## config.mk

```make
export PLATFORM = sky130hd
export DESIGN_NAME = deferred_protection_merge_queue_core
export DESIGN_NICKNAME = d
export VERILOG_FILES = /design/src/dpmq_pkg.sv /design/src/dpmq_cmp.sv /design/src/deferred_protection_merge_queue_core.sv
export SDC_FILE = /design/constraint.sdc
export NUM_CORES = 2
export LEC_CHECK = 0
export BUFFER_PORTS_ARGS = -buffer_cell sky130_fd_sc_hd__buf_2
export CAP_MARGIN = 20
export CELL_PAD_IN_SITES_DETAIL_PLACEMENT = 1
export CELL_PAD_IN_SITES_GLOBAL_PLACEMENT = 1
export CORE_ASPECT_RATIO = 1.1
export CORE_MARGIN = 2
export CORE_UTILIZATION = 35
export CTS_CLUSTER_DIAMETER = 120
export CTS_CLUSTER_SIZE = 30
export DETAILED_ROUTE_END_ITERATION = 7
export GPL_TIMING_DRIVEN = 1
export PLACE_DENSITY_LB_ADDON = 0.1
export SLEW_MARGIN = 20
export SYNTH_ARGS = -nofsm -noshare
export SYNTH_HDL_FRONTEND = slang
export SYNTH_SLANG_ARGS = --single-unit
```

## constraint.sdc

```tcl
create_clock -name clk_i -period 73.9 [get_ports clk_i]
set_input_delay 14.78 -clock clk_i [delete_from_list [all_inputs] [get_ports clk_i]]
set_output_delay 14.78 -clock clk_i [all_outputs]
set_load 0.02 [all_outputs]
```

## src/dpmq_pkg.sv

```systemverilog
// ----------------------------------------------------------------------------
// Deferred protection merge queue package
// Shared codes, sequencer states and the compare unit's result word.
// ----------------------------------------------------------------------------
package dpmq_pkg;

  localparam int QUEUE_DEPTH_DEF = 16;
  localparam int ADDR_BITS_DEF   = 48;

  // Fixed field widths.
  localparam int START_W = 48;
  localparam int LEN_W   = 33;
  localparam int CLEN_W  = 49;
  localparam int PROT_W  = 3;
  localparam int TAG_W   = 64;
  localparam int OP_W    = 3;
  localparam int CFG_W   = 48;
  localparam int CFG_IDX_W = 1;

  typedef enum logic [CFG_IDX_W-1:0] {
    REG_BYPASS    = 1'd0,
    REG_BASE_ADDR = 1'd1
  } reg_e;

  typedef enum logic [OP_W-1:0] {
    OP_PROTECT     = 3'd0,
    OP_PROTECT_NOW = 3'd1,
    OP_FLUSH_ALL   = 3'd2,
    OP_FLUSH_RANGE = 3'd3,
    OP_FLUSH_GUEST = 3'd4,
    OP_FLUSH_TAG   = 3'd5
  } op_e;

  localparam logic [PROT_W-1:0] PROT_RW = 3'd0;
  localparam logic [PROT_W-1:0] PROT_RO = 3'd1;
  localparam logic [PROT_W-1:0] PROT_NO = 3'd2;
  localparam logic [PROT_W-1:0] PROT_WX = 3'd3;
  localparam logic [PROT_W-1:0] PROT_RX = 3'd4;

  typedef enum logic [2:0] {
    ST_IDLE,
    ST_SCAN,
    ST_EMIT,
    ST_COMPACT,
    ST_SELF,
    ST_APPEND
  } state_e;

  typedef enum logic [2:0] {
    MD_UNLOCK,
    MD_DEFER,
    MD_IMM,
    MD_RANGE,
    MD_TAG,
    MD_ALL
  } mode_e;

  // Relation of one queued entry to the request.
  typedef struct packed {
    logic overlap;   // ranges share an address
    logic touch;     // ranges overlap or abut
    logic covered;   // entry lies wholly inside the request
    logic start_lt;  // request start below entry start
    logic end_gt;    // request end above entry end
    logic tag_gt;    // entry tag above the request tag
  } cmp_t;

endpackage

```

## src/dpmq_cmp.sv

```systemverilog
// ----------------------------------------------------------------------------
// Entry compare unit
// Relates the entry under the scan pointer to the request range and tag.
// ----------------------------------------------------------------------------
module dpmq_cmp #(
  parameter int ADDR_BITS = dpmq_pkg::ADDR_BITS_DEF
) (
  input  logic [ADDR_BITS-1:0]        ent_start_i,
  input  logic [ADDR_BITS-1:0]        ent_end_i,
  input  logic [dpmq_pkg::TAG_W-1:0]  ent_tag_i,
  input  logic [ADDR_BITS-1:0]        req_start_i,
  input  logic [ADDR_BITS-1:0]        req_end_i,
  input  logic [dpmq_pkg::TAG_W-1:0]  req_tag_i,
  output dpmq_pkg::cmp_t              cmp_o
);

  logic [ADDR_BITS:0] ent_end_inc;
  logic [ADDR_BITS:0] req_end_inc;

  // One past the end; at the top of the space this never equals a start.
  assign ent_end_inc = {1'b0, ent_end_i} + (ADDR_BITS+1)'(1);
  assign req_end_inc = {1'b0, req_end_i} + (ADDR_BITS+1)'(1);

  always_comb begin
    cmp_o.overlap  = (ent_start_i <= req_end_i) && (req_start_i <= ent_end_i);
    cmp_o.touch    = cmp_o.overlap
                   || (ent_end_inc == {1'b0, req_start_i})
                   || (req_end_inc == {1'b0, ent_start_i});
    cmp_o.covered  = (req_start_i <= ent_start_i) && (ent_end_i <= req_end_i);
    cmp_o.start_lt = req_start_i < ent_start_i;
    cmp_o.end_gt   = req_end_i > ent_end_i;
    cmp_o.tag_gt   = ent_tag_i > req_tag_i;
  end

endmodule

```

## src/deferred_protection_merge_queue_core.sv

```systemverilog
// ----------------------------------------------------------------------------
// Deferred protection merge queue core
// Ordered queue of pending protection changes with merge, unlock and flush.
// ----------------------------------------------------------------------------
//  channel | direction | handshake              | payload
//  in      | input     | in_valid_i/in_ready_o  | operation, range, protection, tag
//  out     | output    | out_valid_o/out_ready_i| cmd_start, cmd_length, cmd_protection, last
//  cfg     | input     | cfg_we_i               | cfg_index_i, cfg_data_i
//
// A request is accepted, then scanned from newest to oldest entry through one
// compare unit; the words are issued, a compaction pass runs over a single entry
// read port, and a last step handles the request itself.
// A full queue with a new entry runs a second issue and compaction pass.
// Reset empties the queue. A stalled output holds the sequencer in place.
module deferred_protection_merge_queue_core #(
  parameter int QUEUE_DEPTH = dpmq_pkg::QUEUE_DEPTH_DEF,
  parameter int ADDR_BITS   = dpmq_pkg::ADDR_BITS_DEF
) (
  input  logic                          clk_i,
  input  logic                          rst_ni,
  input  logic                          cfg_we_i,
  input  logic [dpmq_pkg::CFG_IDX_W-1:0] cfg_index_i,
  input  logic [dpmq_pkg::CFG_W-1:0]    cfg_data_i,
  input  logic                          in_valid_i,
  output logic                          in_ready_o,
  input  logic [dpmq_pkg::OP_W-1:0]     operation_i,
  input  logic [dpmq_pkg::START_W-1:0]  range_start_i,
  input  logic [dpmq_pkg::LEN_W-1:0]    range_length_i,
  input  logic [dpmq_pkg::PROT_W-1:0]   protection_i,
  input  logic [dpmq_pkg::TAG_W-1:0]    tag_i,
  output logic                          out_valid_o,
  input  logic                          out_ready_i,
  output logic [dpmq_pkg::START_W-1:0]  cmd_start_o,
  output logic [dpmq_pkg::CLEN_W-1:0]   cmd_length_o,
  output logic [dpmq_pkg::PROT_W-1:0]   cmd_protection_o,
  output logic                          last_o
);

  localparam int CNT_W = $clog2(QUEUE_DEPTH + 1);
  localparam int IDX_W = $clog2(QUEUE_DEPTH);
  localparam int AW    = ADDR_BITS;

  typedef logic [AW-1:0] addr_t;

  // Entry store.
  addr_t                             ent_start_q [QUEUE_DEPTH];
  addr_t                             ent_end_q   [QUEUE_DEPTH];
  logic [dpmq_pkg::PROT_W-1:0]       ent_prot_q  [QUEUE_DEPTH];
  logic [dpmq_pkg::TAG_W-1:0]        ent_tag_q   [QUEUE_DEPTH];

  logic                              wr_en;
  logic [IDX_W-1:0]                  wr_idx;
  addr_t                             wr_start, wr_end;
  logic [dpmq_pkg::PROT_W-1:0]       wr_prot;
  logic [dpmq_pkg::TAG_W-1:0]        wr_tag;
  logic [IDX_W-1:0]                  rd_idx;
  addr_t                             rd_start, rd_end;
  logic [dpmq_pkg::PROT_W-1:0]       rd_prot;
  logic [dpmq_pkg::TAG_W-1:0]        rd_tag;

  // Sequencer state.
  dpmq_pkg::state_e                  state_q, state_d;
  dpmq_pkg::mode_e                   mode_q, mode_d;
  logic [CNT_W-1:0]                  cnt_q, cnt_d;
  logic [CNT_W-1:0]                  scan_q, scan_d;
  logic [CNT_W-1:0]                  k_q, k_d;
  logic [CNT_W-1:0]                  rm_q, rm_d;
  logic [CNT_W-1:0]                  em_q, em_d;
  logic [CNT_W-1:0]                  src_q, src_d;
  logic [CNT_W-1:0]                  dst_q, dst_d;
  logic [QUEUE_DEPTH-1:0]            drop_q, drop_d;
  logic                              found_q, found_d;
  logic                              merged_q, merged_d;
  logic                              second_q, second_d;
  logic                              self_q, self_d;

  addr_t                             req_s_q, req_s_d;
  addr_t                             req_e_q, req_e_d;
  logic [dpmq_pkg::PROT_W-1:0]       req_p_q, req_p_d;
  logic [dpmq_pkg::TAG_W-1:0]        req_tag_q, req_tag_d;

  logic                              bypass_q;
  logic [dpmq_pkg::CFG_W-1:0]        base_addr_q;

  // Output register.
  logic                              out_valid_q;
  logic [dpmq_pkg::START_W-1:0]      out_start_q;
  logic [dpmq_pkg::CLEN_W-1:0]       out_len_q;
  logic [dpmq_pkg::PROT_W-1:0]       out_prot_q;
  logic                              out_last_q;
  logic                              out_free;
  logic                              out_load;
  logic                              ld_self;
  logic                              ld_last;
  addr_t                             ld_s, ld_e;
  logic [dpmq_pkg::PROT_W-1:0]       ld_p;
  logic [AW:0]                       ld_len;
  logic [64:0]                       ld_len_w;
  logic [63:0]                       ld_s_w;

  // Request decode.
  logic [63:0]                       in_start_w;
  logic [63:0]                       gbase_w;
  addr_t                             in_s, in_e, in_guest;
  logic [AW:0]                       in_sum;
  logic                              in_zero;

  dpmq_pkg::cmp_t                    cmp;
  logic [IDX_W-1:0]                  scan_x;
  logic                              keep;

  assign in_start_w = 64'(range_start_i);
  assign gbase_w    = 64'(base_addr_q);
  assign in_s       = in_start_w[AW-1:0];
  assign in_guest   = gbase_w[AW-1:0] + in_s;
  assign in_sum     = {1'b0, in_s} + (AW+1)'(range_length_i) - (AW+1)'(1);
  assign in_e       = in_sum[AW] ? '1 : in_sum[AW-1:0];
  assign in_zero    = (range_length_i == '0);

  assign scan_x = IDX_W'(scan_q - CNT_W'(1));

  always_comb begin
    case (state_q)
      dpmq_pkg::ST_SCAN:    rd_idx = scan_x;
      dpmq_pkg::ST_EMIT:    rd_idx = em_q[IDX_W-1:0];
      dpmq_pkg::ST_COMPACT: rd_idx = src_q[IDX_W-1:0];
      default:              rd_idx = '0;
    endcase
  end

  assign rd_start = ent_start_q[rd_idx];
  assign rd_end   = ent_end_q[rd_idx];
  assign rd_prot  = ent_prot_q[rd_idx];
  assign rd_tag   = ent_tag_q[rd_idx];

  dpmq_cmp #(
    .ADDR_BITS (ADDR_BITS)
  ) u_cmp (
    .ent_start_i (rd_start),
    .ent_end_i   (rd_end),
    .ent_tag_i   (rd_tag),
    .req_start_i (req_s_q),
    .req_end_i   (req_e_q),
    .req_tag_i   (req_tag_q),
    .cmp_o       (cmp)
  );

  assign keep     = !((src_q < rm_q) || drop_q[src_q[IDX_W-1:0]]);
  assign out_free = !out_valid_q || out_ready_i;

  always_comb begin
    state_d   = state_q;
    mode_d    = mode_q;
    cnt_d     = cnt_q;
    scan_d    = scan_q;
    k_d       = k_q;
    rm_d      = rm_q;
    em_d      = em_q;
    src_d     = src_q;
    dst_d     = dst_q;
    drop_d    = drop_q;
    found_d   = found_q;
    merged_d  = merged_q;
    second_d  = second_q;
    self_d    = self_q;
    req_s_d   = req_s_q;
    req_e_d   = req_e_q;
    req_p_d   = req_p_q;
    req_tag_d = req_tag_q;
    wr_en     = 1'b0;
    wr_idx    = rd_idx;
    wr_start  = rd_start;
    wr_end    = rd_end;
    wr_prot   = rd_prot;
    wr_tag    = rd_tag;
    out_load  = 1'b0;
    ld_self   = 1'b0;
    ld_last   = 1'b0;

    case (state_q)
      dpmq_pkg::ST_IDLE: begin
        if (in_valid_i) begin
          req_s_d   = in_s;
          req_e_d   = in_e;
          req_p_d   = protection_i;
          req_tag_d = tag_i;
          scan_d    = cnt_q;
          k_d       = '0;
          rm_d      = '0;
          em_d      = '0;
          drop_d    = '0;
          found_d   = 1'b0;
          merged_d  = 1'b0;
          second_d  = 1'b0;
          self_d    = 1'b0;
          state_d   = dpmq_pkg::ST_SCAN;
          case (operation_i)
            dpmq_pkg::OP_PROTECT: begin
              if (in_zero) begin
                state_d = dpmq_pkg::ST_IDLE;
              end else if (bypass_q) begin
                state_d = dpmq_pkg::ST_SELF;
              end else if (protection_i == dpmq_pkg::PROT_RW ||
                           protection_i == dpmq_pkg::PROT_WX) begin
                mode_d = dpmq_pkg::MD_UNLOCK;
                self_d = 1'b1;
              end else begin
                mode_d = dpmq_pkg::MD_DEFER;
              end
            end
            dpmq_pkg::OP_PROTECT_NOW: begin
              mode_d = dpmq_pkg::MD_IMM;
              self_d = 1'b1;
              if (in_zero) state_d = dpmq_pkg::ST_IDLE;
            end
            dpmq_pkg::OP_FLUSH_ALL: begin
              mode_d  = dpmq_pkg::MD_ALL;
              k_d     = cnt_q;
              rm_d    = cnt_q;
              state_d = dpmq_pkg::ST_EMIT;
            end
            dpmq_pkg::OP_FLUSH_RANGE: begin
              mode_d = dpmq_pkg::MD_RANGE;
              if (in_zero) state_d = dpmq_pkg::ST_IDLE;
            end
            dpmq_pkg::OP_FLUSH_GUEST: begin
              mode_d  = dpmq_pkg::MD_RANGE;
              req_s_d = in_guest;
              req_e_d = in_guest;
            end
            dpmq_pkg::OP_FLUSH_TAG: begin
              mode_d = dpmq_pkg::MD_TAG;
              k_d    = cnt_q;
            end
            default: state_d = dpmq_pkg::ST_IDLE;
          endcase
        end
      end

      dpmq_pkg::ST_SCAN: begin
        if (scan_q == '0) begin
          if (mode_q != dpmq_pkg::MD_DEFER && mode_q != dpmq_pkg::MD_UNLOCK) begin
            rm_d = k_q;
          end
          state_d = dpmq_pkg::ST_EMIT;
        end else begin
          scan_d = scan_q - CNT_W'(1);
          case (mode_q)
            dpmq_pkg::MD_UNLOCK: begin
              if (found_q || cmp.overlap) begin
                if (!found_q) begin
                  found_d = 1'b1;
                  rm_d    = scan_q;
                end
                if (cmp.covered) begin
                  k_d = scan_q - CNT_W'(1);
                end else begin
                  k_d    = scan_q;
                  scan_d = '0;
                end
              end
            end
            dpmq_pkg::MD_DEFER: begin
              if (cmp.touch) begin
                if (rd_prot != req_p_q) begin
                  if (cmp.covered) begin
                    drop_d[scan_x] = 1'b1;
                  end else if (cmp.overlap) begin
                    scan_d = '0;
                  end
                end else begin
                  // Grow the newest matching entry to cover the request.
                  wr_en    = 1'b1;
                  wr_start = cmp.start_lt ? req_s_q : rd_start;
                  wr_end   = cmp.end_gt ? req_e_q : rd_end;
                  merged_d = 1'b1;
                  scan_d   = '0;
                end
              end
            end
            dpmq_pkg::MD_IMM: begin
              if (cmp.overlap) begin
                k_d    = cnt_q;
                scan_d = '0;
              end
            end
            dpmq_pkg::MD_RANGE: begin
              if (cmp.overlap) begin
                k_d    = scan_q;
                scan_d = '0;
              end
            end
            dpmq_pkg::MD_TAG: begin
              // The lowest entry past the limit ends the flushed prefix.
              if (cmp.tag_gt) k_d = scan_q - CNT_W'(1);
            end
            default: scan_d = '0;
          endcase
        end
      end

      dpmq_pkg::ST_EMIT: begin
        if (em_q == k_q) begin
          src_d   = '0;
          dst_d   = '0;
          state_d = dpmq_pkg::ST_COMPACT;
        end else if (out_free) begin
          out_load = 1'b1;
          ld_last  = (em_q == k_q - CNT_W'(1)) && !self_q;
          em_d     = em_q + CNT_W'(1);
        end
      end

      dpmq_pkg::ST_COMPACT: begin
        if (src_q == cnt_q) begin
          cnt_d  = dst_q;
          drop_d = '0;
          if (mode_q == dpmq_pkg::MD_DEFER) begin
            if (merged_q) begin
              state_d = dpmq_pkg::ST_IDLE;
            end else if (!second_q && dst_q == CNT_W'(QUEUE_DEPTH)) begin
              // Full queue: issue and remove the oldest word first.
              second_d = 1'b1;
              k_d      = CNT_W'(1);
              rm_d     = CNT_W'(1);
              em_d     = '0;
              state_d  = dpmq_pkg::ST_EMIT;
            end else begin
              state_d = dpmq_pkg::ST_APPEND;
            end
          end else if (self_q) begin
            state_d = dpmq_pkg::ST_SELF;
          end else begin
            state_d = dpmq_pkg::ST_IDLE;
          end
        end else begin
          if (keep) begin
            wr_en  = 1'b1;
            wr_idx = dst_q[IDX_W-1:0];
            dst_d  = dst_q + CNT_W'(1);
          end
          src_d = src_q + CNT_W'(1);
        end
      end

      dpmq_pkg::ST_SELF: begin
        if (out_free) begin
          out_load = 1'b1;
          ld_self  = 1'b1;
          ld_last  = 1'b1;
          state_d  = dpmq_pkg::ST_IDLE;
        end
      end

      dpmq_pkg::ST_APPEND: begin
        wr_en    = 1'b1;
        wr_idx   = cnt_q[IDX_W-1:0];
        wr_start = req_s_q;
        wr_end   = req_e_q;
        wr_prot  = req_p_q;
        wr_tag   = req_tag_q;
        cnt_d    = cnt_q + CNT_W'(1);
        state_d  = dpmq_pkg::ST_IDLE;
      end

      default: state_d = dpmq_pkg::ST_IDLE;
    endcase
  end

  // Output word build.
  assign ld_s     = ld_self ? req_s_q : rd_start;
  assign ld_e     = ld_self ? req_e_q : rd_end;
  assign ld_p     = ld_self ? req_p_q : rd_prot;
  assign ld_len   = {1'b0, ld_e} - {1'b0, ld_s} + (AW+1)'(1);
  assign ld_len_w = 65'(ld_len);
  assign ld_s_w   = 64'(ld_s);

  always_ff @(posedge clk_i) begin
    if (wr_en) begin
      ent_start_q[wr_idx] <= wr_start;
      ent_end_q[wr_idx]   <= wr_end;
      ent_prot_q[wr_idx]  <= wr_prot;
      ent_tag_q[wr_idx]   <= wr_tag;
    end
  end

  always_ff @(posedge clk_i or negedge rst_ni) begin
    if (!rst_ni) begin
      state_q     <= dpmq_pkg::ST_IDLE;
      cnt_q       <= '0;
      out_valid_q <= 1'b0;
      bypass_q    <= 1'b0;
      base_addr_q <= '0;
    end else begin
      state_q <= state_d;
      cnt_q   <= cnt_d;
      if (out_load) begin
        out_valid_q <= 1'b1;
      end else if (out_ready_i) begin
        out_valid_q <= 1'b0;
      end
      if (cfg_we_i) begin
        case (cfg_index_i)
          dpmq_pkg::REG_BYPASS:    bypass_q    <= cfg_data_i[0];
          dpmq_pkg::REG_BASE_ADDR: base_addr_q <= cfg_data_i;
          default: ;
        endcase
      end
    end
  end

  always_ff @(posedge clk_i) begin
    mode_q    <= mode_d;
    scan_q    <= scan_d;
    k_q       <= k_d;
    rm_q      <= rm_d;
    em_q      <= em_d;
    src_q     <= src_d;
    dst_q     <= dst_d;
    drop_q    <= drop_d;
    found_q   <= found_d;
    merged_q  <= merged_d;
    second_q  <= second_d;
    self_q    <= self_d;
    req_s_q   <= req_s_d;
    req_e_q   <= req_e_d;
    req_p_q   <= req_p_d;
    req_tag_q <= req_tag_d;
    if (out_load) begin
      out_start_q <= ld_s_w[dpmq_pkg::START_W-1:0];
      out_len_q   <= ld_len_w[dpmq_pkg::CLEN_W-1:0];
      out_prot_q  <= ld_p;
      out_last_q  <= ld_last;
    end
  end

  assign in_ready_o       = (state_q == dpmq_pkg::ST_IDLE);
  assign out_valid_o      = out_valid_q;
  assign cmd_start_o      = out_start_q;
  assign cmd_length_o     = out_len_q;
  assign cmd_protection_o = out_prot_q;
  assign last_o           = out_last_q;

endmodule

```

Word-level counts from Yosys, hierarchy flattened
Memory sizes are Yosys's and may differ from the RTL's.
Index checks and enable logic that the tools add are counted.
{"block": "totals", "n_memories": 4, "wordCells": 299, "ramBits": 2608, "in_bits": 205, "out_inout_bits": 103, "ff_bits": 375}
{"name": "ent_tag_q", "words": 16, "width": 64, "read_ports": 1, "rd_ports_with_merged_regs": 0, "wr": 1, "line": "deferred_protection_merge_queue_core.sv:49", "rtl": "logic [dpmq_pkg::TAG_W-1:0] ent_tag_q [QUEUE_DEPTH];"}
{"name": "ent_end_q", "words": 16, "width": 48, "read_ports": 1, "rd_ports_with_merged_regs": 0, "wr": 1, "line": "deferred_protection_merge_queue_core.sv:47", "rtl": "addr_t ent_end_q [QUEUE_DEPTH];"}
{"name": "ent_start_q", "words": 16, "width": 48, "read_ports": 1, "rd_ports_with_merged_regs": 0, "wr": 1, "line": "deferred_protection_merge_queue_core.sv:46", "rtl": "addr_t ent_start_q [QUEUE_DEPTH];"}
{"name": "ent_prot_q", "words": 16, "width": 3, "read_ports": 1, "rd_ports_with_merged_regs": 0, "wr": 1, "line": "deferred_protection_merge_queue_core.sv:48", "rtl": "logic [dpmq_pkg::PROT_W-1:0] ent_prot_q [QUEUE_DEPTH];"}
{"block": "op_classes", "n_eq_ne": 54, "n_lt_le_gt_ge": 11, "mux": 139, "n_addsub": 13, "bitwise_logic": 2, "reduce_logical": 51}
{"operator": "48-bit two-way mux", "n": 15}
{"operator": "5-bit two-way mux", "n": 39}
{"operator": "48-bit <= comparator", "n": 4}
{"operator": "48-bit case mux with 2 select lines", "n": 2}
{"operator": "16-bit two-way mux", "n": 7}
{"operator": "48-bit by 1-bit adder with 49-bit output (second input constant)", "n": 2}
{"operator": "49-bit by 48-bit == test with 1-bit output", "n": 2}
{"operator": "64-bit greater-than comparator", "n": 1}
{"operator": "64-bit two-way mux", "n": 1}
{"operator": "48-bit by 33-bit adder with 49-bit output", "n": 1}
{"operator": "49-bit by 1-bit adder with 49-bit output (second input constant)", "n": 1}
{"operator": "48-bit by 48-bit subtractor with 49-bit output", "n": 1}
{"operator": "49-bit by 1-bit subtractor with 49-bit output (second input constant)", "n": 1}
{"operator": "48-bit adder", "n": 1}
{"operator": "48-bit greater-than comparator", "n": 1}
{"operator": "48-bit less-than comparator", "n": 1}
{"operator": "16-bit case mux with 3 select lines", "n": 1}
{"operator": "3-bit two-way mux", "n": 15}
{"operator": "5-bit case mux with 3 select lines", "n": 3}
{"operator": "2-bit != test (second input constant)", "n": 21}
{"operator": "5-bit case mux with 2 select lines", "n": 4}
{"operator": "5-bit case mux with 4 select lines", "n": 2}
{"operator": "1-bit two-way mux", "n": 34}
{"operator": "33-bit zero test", "n": 1}
{"operator": "other kinds (44)", "n": 109}

Logic depth before layout (Yosys ltp)
An unclocked memory read counts as a cell.
{"block": "logic_depth", "depth_word": 13, "ltp_mapped": 43, "mapped_depth_nobuf": 31}

Cells and area by module
Synthesis repeated with hierarchy kept, for this count alone.
{"block": "hier_totals", "hier_cells": 11952, "hier_area_um2": 139794.1}
{"module": "deferred_protection_merge_queue_core", "cells_each": 10625, "seq_area_each_um2": 89285.6, "area_per_inst_um2": 130227.4, "n_inst": 1}
{"module": "dpmq_cmp", "cells_each": 1327, "seq_area_each_um2": 0.0, "area_per_inst_um2": 9566.7, "n_inst": 1}

Least setup slack after synthesis
No wires, ideal clock.
{"block": "synth_timing", "path_type": "register to register", "from": "register scan_q[0]", "to": "memory ent_end_q[9][0] (netlist name) (enable)", "required_ps": 72720, "path_slack_ps": 47976, "stages_incl_launch_ff": 39, "period_less_slack_ps": 25924, "t_arrival_ps": 24744, "cell_sequence": "edfxtp_1 -> buf_2 -> inv_1 -> ha_1 -> nand2b_1 -> a31oi_2 -> nor2_4 -> buf_4 -> buf_2 -> buf_2 -> buf_2 -> buf_2 -> buf_2 -> buf_1 -> clkbuf_1 -> buf_2 -> buf_2 -> clkbuf_1 -> [3 not listed] -> a31o_2 -> ha_1 -> nor2b_1 -> o21a_1 -> o21a_1 -> o21a_1 -> o21a_1 -> o211ai_1 -> a2111oi_0 -> or4_1 -> a211oi_1 -> o22ai_1 -> a21oi_1 -> inv_1 -> o41ai_2 -> o21bai_2 -> or4_1 -> a2111oi_1"}
{"block": "synth_via", "elab_chain_cells": 13, "elab_cells_between_ends": 25}
{"element": "start: declaration", "line": "deferred_protection_merge_queue_core.sv:65", "rtl": "logic [CNT_W-1:0] scan_q, scan_d;"}
{"element": "start signal: assignment", "line": "deferred_protection_merge_queue_core.sv:414", "rtl": "scan_q <= scan_d;"}
{"element": "5-bit by 1-bit subtractor with 5-bit output"}
{"element": "4-bit case mux with 3 select lines", "line": "deferred_protection_merge_queue_core.sv:123", "rtl": "case (state_q)"}
{"element": "memory read 16 x 48 bit (on tied branches)"}
{"element": "48-bit by 1-bit adder with 49-bit output / 48-bit <= comparator (equally long branches)", "line": "dpmq_cmp.sv:21, dpmq_cmp.sv:25"}
{"element": "49-bit by 48-bit == test with 1-bit output / 1-bit logical AND (equally long branches)", "line": "dpmq_cmp.sv:27, dpmq_cmp.sv:25"}
{"element": "1-bit logical OR", "line": "dpmq_cmp.sv:27", "rtl": "|| (ent_end_inc == {1'b0, req_start_i})"}
{"element": "1-bit logical OR", "line": "dpmq_cmp.sv:28", "rtl": "|| (req_end_inc == {1'b0, ent_start_i});"}
{"element": "1-bit two-way mux", "line": "deferred_protection_merge_queue_core.sv:264", "rtl": "if (cmp.touch) begin"}
{"element": "1-bit two-way mux", "line": "deferred_protection_merge_queue_core.sv:248", "rtl": "case (mode_q)"}
{"element": "1-bit two-way mux", "line": "deferred_protection_merge_queue_core.sv:241", "rtl": "if (scan_q == '0) begin"}
{"element": "1-bit case mux with 3 select lines", "line": "deferred_protection_merge_queue_core.sv:180", "rtl": "case (state_q)"}
{"element": "1-bit two-way mux", "line": "deferred_protection_merge_queue_core.sv:379", "rtl": "if (wr_en) begin"}
{"element": "1-bit two-way mux (implied by the code)", "line": "deferred_protection_merge_queue_core.sv:381", "rtl": "ent_end_q[wr_idx] <= wr_end;"}
{"element": "end: declaration", "line": "deferred_protection_merge_queue_core.sv:47"}
Parallel ways exist; a longest one is shown, timed or not.

Worst setup path after layout
{"block": "layout_timing", "from": "input out_ready_i", "to": "register out_len_q (netlist bit cmd_length_o[43]) (data pin)"}
{"block": "layout_via", "elab_chain_cells": 6, "elab_cells_between_ends": 7}
{"element": "start: declaration", "line": "deferred_protection_merge_queue_core.sv:32", "rtl": "input logic out_ready_i,"}
{"element": "1-bit logical OR", "line": "deferred_protection_merge_queue_core.sv:149", "rtl": "assign out_free = !out_valid_q || out_ready_i;"}
{"element": "1-bit two-way mux", "line": "deferred_protection_merge_queue_core.sv:347", "rtl": "if (out_free) begin"}
{"element": "1-bit two-way mux", "line": "deferred_protection_merge_queue_core.sv:180"}
{"element": "48-bit two-way mux", "line": "deferred_protection_merge_queue_core.sv:371", "rtl": "assign ld_s = ld_self ? req_s_q : rd_start;"}
{"element": "net ld_s[1]", "line": "deferred_protection_merge_queue_core.sv:95", "rtl": "addr_t ld_s, ld_e;"}
{"element": "48-bit by 48-bit subtractor with 49-bit output", "line": "deferred_protection_merge_queue_core.sv:374", "rtl": "assign ld_len = {1'b0, ld_e} - {1'b0, ld_s} + (AW+1)'(1);"}
{"element": "49-bit by 1-bit adder with 49-bit output", "line": "deferred_protection_merge_queue_core.sv:374"}
{"element": "net ld_len[43]", "line": "deferred_protection_merge_queue_core.sv:97", "rtl": "logic [AW:0] ld_len;"}
{"element": "end signal: assignment", "line": "deferred_protection_merge_queue_core.sv:431", "rtl": "out_len_q <= ld_len_w[dpmq_pkg::CLEN_W-1:0];"}
{"element": "end: declaration", "line": "deferred_protection_merge_queue_core.sv:88", "rtl": "logic [dpmq_pkg::CLEN_W-1:0] out_len_q;"}
The timed path passes the listed nets, and every way through them passes these cells.
A chain may end at the register's enable or synchronous reset.

==> impl_metrics.ini <==
[timing]
finalSetupViolations = 0
tightest_slew_ns = 1.21
rsz0062_at_grt = no
drv_slew = 0
max_freq_mhz = 48.8
relSlewSlack_pct = 19.0
fin_skew_ns = 0.0978
hold_viol_final = 0
period_needed_ns = 20.49
tns_ns = 0
period_share_pct = 27.7

[cells_and_area]
stdcell_area_mm2 = 0.154
final_common_cell = edfxtp_1
layout_common_cells = 2925 x edfxtp_1, 2470 x nand2_1, 1154 x nand3_1
final_util_pct = 38.0
syn_to_final_growth_pct = 8.23
instances_no_fill = 17382
layout.nets = 12729
n_fill_cell = 43080
drive_gt1_share_pct = 9.62

[route]
wl_per_cell_um = 31.4
drtAntennaViolNets = 0
wl_um = 545000
drt_drc_violations_left = 0
via_per_inst = 5.77
first_iter_violations = 8422
dr.pass1.iters = 6
vias = 100334

[critical_path]
worst-path-stages = 25
critPathArrivalTime_ns = 21.17
r2r-start = scan_q[0]$_DFFE_PP_
cp_slowest_cell = a2111oi_0
critPathBufInv = 3
rr_endpoint = ent_tag_q[6][30]$_DFFE_PP_
cpPeakStageDelay_ns = 0.58
worstSetupStartpointType = primary input
end_kind = flip-flop
crit_required_ns = 74.58
worstSetupStartpoint = out_ready_i
critPathTopFamily = compound AO/OA/AOI/OAI gates
cp_max_fo = 29
worst-setup-path-type = primary input to flip-flop
cp-endpoint = cmd_length_o[43]$_DFFE_PP_
r2r_setup_slack_ns = 57.23
r2r_cells = 37
crit_top_cell = o21ai_0

[synth]
yosysWarningCount = 0
muxShareOfSynthArea_pct = 2.68
synth_xor_xnor_area_share_pct = 1.83
synth_top_family_by_area = simple AND/OR/NAND/NOR gates
synth_enable_flop_cells = 2925
ys_seq_elements = 2983
yosys_most_used_dff = edfxtp_1
synth_area_leader_cell = edfxtp_1
synthesis.nets = 12640
synth.top_cells.by_area = edfxtp_1 62%, nand2_1 6.5%, ha_1 4.4%
syn_area_per_cell_um2 = 11.9
syn_area_mm2 = 0.142
ys_seq_area_share_pct = 62.8
syn_inst = 11937
synth-adder-area-share_pct = 4.41
async_flop_share_pct = 1.94
synthSimpleGateAreaFrac_pct = 15.1
synth_top_area_share_pct = 61.8
ys_types = 127
synth_compound_area_share_pct = 9.59

[placement]
dp.cells = 17213
hpwlAfterDp_um = 355000
gp_congestion = 0.925
placed_area_mm2 = 0.150
port_buffers = 307

[hold_path]
hold_path.class = flip-flop to flip-flop

[clock_network]
path_clk_slew_ns = 0.11
clock_latency_ns = 0.99
clock_path_buffers = 4
cts_buffers = 120
cts_resized = 0
post_cts_buffers = 0
cts_tree = done
htree_levels = 3
hold_buffers = 0
cts.sinks = 2983
ctsRootBufferMaster = clkbuf_16

[grt]
grt_max_degree = 145
grt-ovfl-total = 0
grt_use_met2_pct = 44.9
antenna_found_initial = 44
grt_usage_pct = 25.8
grt_pass1_vias = 102950
grt_pass1_wl_um = 771000
grt_use_met3_pct = 2.80
grtUsageMet1_pct = 33.6
busiest_layer = met2

[floorplanning]
fp-row-count = 245
initial_core_util_pct = 35.1
die_w_um = 612
io_pins = 308
core_area_mm2 = 0.405
die_area_mm2 = 0.411
fp.dieH_um = 672

[status]
status = finished, final reports clean

[job]
maxCapViolCount = 0
stage by stage:
stage               worst slack [ns]  hold slack, ns
floorplan                      47.98           0.484
global placement               52.38           0.505
detailed placement             52.53           0.503
CTS                            53.51           0.529
global route                   52.84           0.534
finish                         53.41           0.524
cells in the mapped netlist (all sizes together) (27+ instances only):
library cell     n
nor3            88
nand2         2474
a21o           108
nand4          126
a21oi          325
inv            481
a31o            55
and4b           43
clkbuf         399
edfxtp        2925
o22ai           46
a2111oi         37
nand3         1157
nor2b           67
a311oi         243
dfrtp           58
o21ai          352
buf            313
a211o           30
o21a            94
nand2b          79
a211oi          68
and3           189
xor2            74
and2            35
a221oi          27
ha             495
o2bb2ai         30
a21boi          57
nor4            56
xnor2          223
nor2           260
mux2i          194
a31oi          151
o211ai          55
mux2           111
a22oi           50
cell type report:
cell class	instances	area, um2	area share, %
flip-flops and latches	2983	89300	58.0
multi-input cells	7758	48100	31.3
well taps	5310	6640	4.32
repair buffers	679	4570	2.97
clock buffers	129	3060	1.99
inverters	484	1820	1.18
clock inverters	20	307	0.199
diodes	19	47.5	0.0309
registers in the layout, summed over array words and instances (netlist names), 5 cells and up:
register      count
cmd_start_o      48
req_tag_q        64
ent_tag_q      1024
req_e_q          48
base_addr_q      48
dst_q             5
rm_q              5
req_s_q          48
ent_end_q       768
src_q             5
cnt_q             5
ent_prot_q       48
em_q              5
cmd_length_o     49
scan_q            5
drop_q           16
ent_start_q     768
k_q               5
cells by family after synthesis:
logic type,after synthesis
XOR/XNOR,297
multiplexers,328
AND/OR/NAND/NOR,4693
adder cells (fa/ha/maj),499
flip-flops,2983
AO/OA/AOI/OAI,1941
buffers and inverters,1196
metal layers:
layer  wire length, um  share of wire, %  vias up
met1            232000                43    53059
li1                  -                 -    44268
met4             19700               3.6       10
met2            270000                50     2359
met3             22800               4.2      638
met5               206             0.038        -
how the worst min path moves through the flow:
stage | cells past startpoint | to | start
2_1_floorplan | 1 | base_addr_q[0]$_DFFE_PN0P_ | base_addr_q[0]$_DFFE_PN0P_
6_report | 1 | base_addr_q[43]$_DFFE_PN0P_ | base_addr_q[43]$_DFFE_PN0P_
3_3_place_gp | 1 | base_addr_q[39]$_DFFE_PN0P_ | base_addr_q[39]$_DFFE_PN0P_
5_1_grt | 1 | base_addr_q[43]$_DFFE_PN0P_ | base_addr_q[43]$_DFFE_PN0P_
3_5_place_dp | 1 | base_addr_q[43]$_DFFE_PN0P_ | base_addr_q[43]$_DFFE_PN0P_
4_1_cts | 1 | base_addr_q[43]$_DFFE_PN0P_ | base_addr_q[43]$_DFFE_PN0P_
Power is left out: the tool's default activity adds up to more than one toggle a clock period on the data nets, which glitch-free logic cannot reach.
